**config.mk**
```make
export PLATFORM = sky130hd
export DESIGN_NAME = krt_cell
export DESIGN_NICKNAME = d
export VERILOG_FILES = /design/src/krt_pkg.sv /design/src/krt_cell.sv
export SDC_FILE = /design/constraint.sdc
export NUM_CORES = 1
export LEC_CHECK = 0
export ABC_AREA = 1
export BUFFER_PORTS_ARGS = -buffer_cell sky130_fd_sc_hd__clkbuf_2
export CORE_AREA = 2 2 250 252
export CTS_CLUSTER_DIAMETER = 150
export DETAILED_ROUTE_END_ITERATION = 8
export DIE_AREA = 0 0 252 254
export PLACE_DENSITY_LB_ADDON = 0.1
export REMOVE_ABC_BUFFERS = 1
export SLEW_MARGIN = 20
export SYNTH_ARGS = -nofsm -noshare
export SYNTH_HDL_FRONTEND = slang
export SYNTH_SLANG_ARGS = --single-unit
```
**constraint.sdc**
```tcl
create_clock -name aclk -period 3 [get_ports aclk]
set_input_delay 0.3 -clock aclk [delete_from_list [all_inputs] [get_ports aclk]]
set_output_delay 0.3 -clock aclk [all_outputs]
set_load 0.02 [all_outputs]
```
**src/krt_pkg.sv**
```systemverilog
// Shared types and constants for the keyed record table.
`default_nettype none

package krt_pkg;

    // Default table depth and the widest index the table may ever need.
    localparam int ENTRIES_DEFAULT = 16;
    localparam int ENTRIES_MAX     = 256;
    localparam int IDX_W           = $clog2(ENTRIES_MAX);

    // Field widths fixed by the interface.
    localparam int CMD_W    = 2;
    localparam int KEY_LO_W = 64;
    localparam int KEY_HI_W = 16;
    localparam int STAMP_W  = 32;
    localparam int COUNT_W  = 16;
    localparam int SLOT_W   = 5;
    localparam int HIT_W    = 4;

    localparam logic [STAMP_W-1:0] STAMP_MAX = '1;

    // Command codes.
    localparam logic [CMD_W-1:0] CMD_LOOKUP = 2'd0;
    localparam logic [CMD_W-1:0] CMD_UPDATE = 2'd1;
    localparam logic [CMD_W-1:0] CMD_READ   = 2'd2;

    // Search token that walks the chain one cell per cycle.
    typedef struct packed {
        logic                valid;
        logic                match_found;
        logic [IDX_W-1:0]    match_idx;
        logic                empty_found;
        logic [IDX_W-1:0]    empty_idx;
        logic [STAMP_W-1:0]  oldest_stamp;
        logic [IDX_W-1:0]    oldest_idx;
        logic                rd_found;
        logic [KEY_LO_W-1:0] rd_key_low;
        logic [KEY_HI_W-1:0] rd_key_high;
        logic [STAMP_W-1:0]  rd_stamp;
        logic [COUNT_W-1:0]  rd_sent;
        logic [COUNT_W-1:0]  rd_answered;
    } scan_token_t;

    // Query held steady for the whole scan.
    typedef struct packed {
        logic [KEY_LO_W-1:0] key_low;
        logic [KEY_HI_W-1:0] key_high;
        logic [SLOT_W-1:0]   slot;
    } query_t;

    // Record write broadcast to every cell.
    typedef struct packed {
        logic                en;
        logic [IDX_W-1:0]    idx;
        logic [KEY_LO_W-1:0] key_low;
        logic [KEY_HI_W-1:0] key_high;
        logic                stamp_en;
        logic [STAMP_W-1:0]  stamp;
        logic [COUNT_W-1:0]  sent;
        logic [COUNT_W-1:0]  answered;
    } rec_write_t;

endpackage

`default_nettype wire

```
**src/krt_cell.sv**
```systemverilog
// One table entry with its stage of the search chain.
`default_nettype none

module krt_cell
    import krt_pkg::*;
#(
    parameter int CELL_INDEX = 0
) (
    input  wire logic        aclk,
    input  wire logic        aresetn,
    input  wire scan_token_t tok_in,
    input  wire query_t      query,
    input  wire rec_write_t  wr,
    output scan_token_t      tok_out
);

    localparam logic [IDX_W-1:0] MY_IDX = IDX_W'(CELL_INDEX);

    logic [KEY_LO_W-1:0] key_low_reg;
    logic [KEY_HI_W-1:0] key_high_reg;
    logic [STAMP_W-1:0]  stamp_reg;
    logic [COUNT_W-1:0]  sent_reg;
    logic [COUNT_W-1:0]  answered_reg;
    scan_token_t         tok_reg;
    scan_token_t         tok_next;

    // Fold this entry into the running search results.
    always_comb begin
        tok_next = tok_in;
        if (!tok_in.match_found && key_low_reg == query.key_low
                && key_high_reg == query.key_high) begin
            tok_next.match_found = 1'b1;
            tok_next.match_idx   = MY_IDX;
        end
        if (!tok_in.empty_found && key_low_reg == '0 && key_high_reg == '0) begin
            tok_next.empty_found = 1'b1;
            tok_next.empty_idx   = MY_IDX;
        end
        if (stamp_reg < tok_in.oldest_stamp) begin
            tok_next.oldest_stamp = stamp_reg;
            tok_next.oldest_idx   = MY_IDX;
        end
        if (IDX_W'(query.slot) == MY_IDX) begin
            tok_next.rd_found    = 1'b1;
            tok_next.rd_key_low  = key_low_reg;
            tok_next.rd_key_high = key_high_reg;
            tok_next.rd_stamp    = stamp_reg;
            tok_next.rd_sent     = sent_reg;
            tok_next.rd_answered = answered_reg;
        end
    end

    always_ff @(posedge aclk) begin
        if (!aresetn) begin
            key_low_reg  <= '0;
            key_high_reg <= '0;
            stamp_reg    <= '0;
            sent_reg     <= '0;
            answered_reg <= '0;
            tok_reg      <= '0;
        end else begin
            tok_reg <= tok_next;
            if (wr.en && wr.idx == MY_IDX) begin
                key_low_reg  <= wr.key_low;
                key_high_reg <= wr.key_high;
                sent_reg     <= wr.sent;
                answered_reg <= wr.answered;
                if (wr.stamp_en) begin
                    stamp_reg <= wr.stamp;
                end
            end
        end
    end

    assign tok_out = tok_reg;

endmodule

`default_nettype wire

```
==> run metrics <==
# setup viols final=0; clock tree root buffer cell=clkbuf_16; drc violations=0; Sw Share=0.2516; complex-gate fraction of the synthesized area=0.1622; Worst setup EP type=register; number of H-tree levels=2; Die ar.=64010 um2; CTS tree=built; sum of buffers and inverters on the critical path=4; post-synth top area cell=dfxtp_1; pin count of the biggest net entering global routing=145; kind of start point of the critical path=input port; clk_lat worst skew=0.57 ns; sequential power share=0.410; Psw=2940 uW; post-synthesis cell area=14340 um2; Worst path most repeated cell=nor2_1; CP peak stage delay=0.55 ns; post-synthesis mux area share=0; Post-CTS Setup Inserts=0; I/O Buffers=648; commonest non-fill, non-tap cell in the layout=clkbuf_2; share of layout cells above drive strength 1=0.2599; commonest non-fill, non-tap cells in the layout=clkbuf_2 (647), dfxtp_1 (348), dlygate4sd3_1 (318); #FFs+latches synth=348; Core Rows=91; Remaining Overflow, GRT=0; FF-to-FF End=tok_out[181]; wire length of the first global-routing pass=100.5 mm; Max VDD drop=0.3306 mV; WP data required=3.44 ns; fin crit period=2.417 ns; CP top delay family=simple AND/OR/NAND/NOR gates; Die Width=252 um; period utilization=0.8058; ys flop type=dfxtp_1; Leak Pwr=0.01097 uW; top-level I/O count=649; min-delay worst type=in -> reg; gr usage total=0.2057; slowest cell on the critical path=dlygate4sd3_1; EDFF count, synth=0; CTS max path bufs=3; DRT Wirelength=68.97 mm; hold path depth=3; adder-cell area share of the yosys netlist=0.02704; DRT iter0 DRCs=887; Clock Power Share=0.466; Design Power=11690 uW; GPL Wtd Cong=0.8415; WS Path Type=in -> reg; Worst Reg-to-Reg Cells=9; largest family of logic cells by synthesized area=simple AND/OR/NAND/NOR gates; relative slew slack=0.4290; fmax=413.7 MHz; PD cells=509.4 nW/um2; cell chain of the critical path=dlygate4sd3_1 -> clkbuf_2 -> inv_1 -> ha_1 -> nand2_1 -> nor2_1 -> nand4_1 -> nor2_1 -> nand2_2 -> buf_4 -> a21oi_1 -> nor2_1; vias in the first global route=16573; Reg clk slew, reported paths=0.06 ns; Placeable Area=61260 um2; total internal power=8748 uW; simple-gate portion of the synthesized area=0.2250; HPWL after DPL=50.02 mm; DR vias=16383; Sink Count=348; outcome=complete, no violations; crit-path max FO=20; RSZ-0062 raised after global routing=no; max-slew violations=0; antenna viol nets, final=0; Post-Syn Area per Cell=7.428 um2; Mapped Cells=1931; async set-reset flop share out of synthesis=0; Starting Density=0.2342; top post-synthesis cells by area=dfxtp_1 (49%), a21oi_1 (9.6%), nand2_1 (7.9%); chip height=254 um; Reg2Reg Launch Point=stamp_reg[23]; Util after Layout=0.3746; Combinational Power Share=0.123; initial antenna violation count=11; Wirelength per Cell=18.81 um; start point of the worst hold path=tok_in[142]; TritonRoute pass-1 iters=5; Max Cap Violations=0; Yosys cell types=29; vias per inst=4.469; warnings from Yosys=0; Worst Hold Endpoint=tok_out[142]; P&R area growth vs syn=59.98%; Num CTS Buffers=44; Layout Nets=3311; dpl ws=0.6343 ns; Worst Path Arrival=2.86 ns; final hold violation count=0; sequential share of the synthesized area=0.4857; Setup WS post-layout=0.5827 ns; Worst-Margin Slew=0.8565 ns; Fillers=6536; xor/xnor share of the synthesized area=0.01404; r2r setup slk=0.69 ns; Clock Skew=0.02545 ns; max reg flops=204; Yosys top cell area share=0.4857
-- cells in the mapped netlist, types with 7 or more instances --
| master | count |
|---|---|
| dfxtp_1 | 348 |
| nand2_1 | 301 |
| a21oi_1 | 275 |
| nor2_1 | 244 |
| nand3_1 | 187 |
| inv_1 | 168 |
| o21ai_0 | 168 |
| clkbuf_1 | 71 |
| buf_2 | 42 |
| ha_1 | 31 |
| nor4_1 | 18 |
| xnor2_1 | 14 |
| o22ai_1 | 13 |
| nor3_1 | 9 |
| xor2_1 | 9 |
| buf_6 | 7 |
| nand4_1 | 7 |
-- tightest hold or removal path, delay by kind of cell --
family / cells / cell delay, ns
AND/OR/NAND/NOR: 1 / 0.09
buffers and inverters: 1 / 0.08
AO/OA/AOI/OAI: 1 / 0.07
-- power groups by stage --
stage / clock [uW] / combinational [uW] / sequential (uW)
finish: 5450 / 1440 / 4790
global route: 5790 / 1570 / 4800
CTS: 5640 / 1460 / 4790
detailed placement: 0 / 1100 / 4900
global placement: 0 / 1100 / 4900
floorplan: 0 / 319 / 5050
-- area by class of cell --
type / count / area [um2] / area share
Timing Repair Buffer: 984 / 6680 / 0.2911
Multi-Input combinational cell: 1287 / 6182 / 0.2694
Clock buffer: 68 / 1333 / 0.05807
Sequential cell: 348 / 6967 / 0.3036
Antenna cell: 9 / 22.52 / 0.0009815
Clock inverter: 10 / 128.9 / 0.005616
Inverter: 170 / 645.6 / 0.02814
Tap cell: 790 / 988.4 / 0.04308
-- metrics by stage --
stage	setup TNS (ns)	instance area (um2)	cells	hold WS, ns
2_1_floorplan	-1672.73	13750	1805	0.3935
3_3_place_gp	0	18280	3261	0.4654
3_5_place_dp	0	18280	3261	0.4732
4_1_cts	0	22920	3657	0.0009744
5_1_grt	0	22940	3663	0.02639
6_report	0	22950	3666	0.03811
-- worst max path at each step --
stage	startpoint	to	slack [ns]	cells after the start
2_1_floorplan	query[3]	tok_out[0]	-10.76	4
3_3_place_gp	tok_in[176]	tok_out[154]	0.61	11
3_5_place_dp	tok_in[174]	tok_out[148]	0.63	12
4_1_cts	tok_in[176]	tok_out[181]	0.67	12
5_1_grt	tok_in[176]	tok_out[176]	0.44	13
6_report	tok_in[176]	tok_out[181]	0.58	12
-- layer usage --
| layer | wire length, um | track usage |
|---|---|---|
| met5 | 48 | 0 |
| met3 | 3352 | 0.03493 |
| met2 | 33360 | 0.3505 |
| met1 | 30360 | 0.2629 |
| met4 | 1854 | 0.06881 |
-- logic make-up after synthesis --
kind of cell	Yosys count
AOI/OAI and AO/OA	461
xor gates and xnor gates	23
adders and majority gates	31
buffers and inverters	296
DFF	348
and+or+nand+nor	772
-- timing repair --
action,in CTS,in global routing
resized for setup,0,0
hold buffers,318,0
endpoints found under the hold margin,318,0
(Power assumes the default switching activity.)
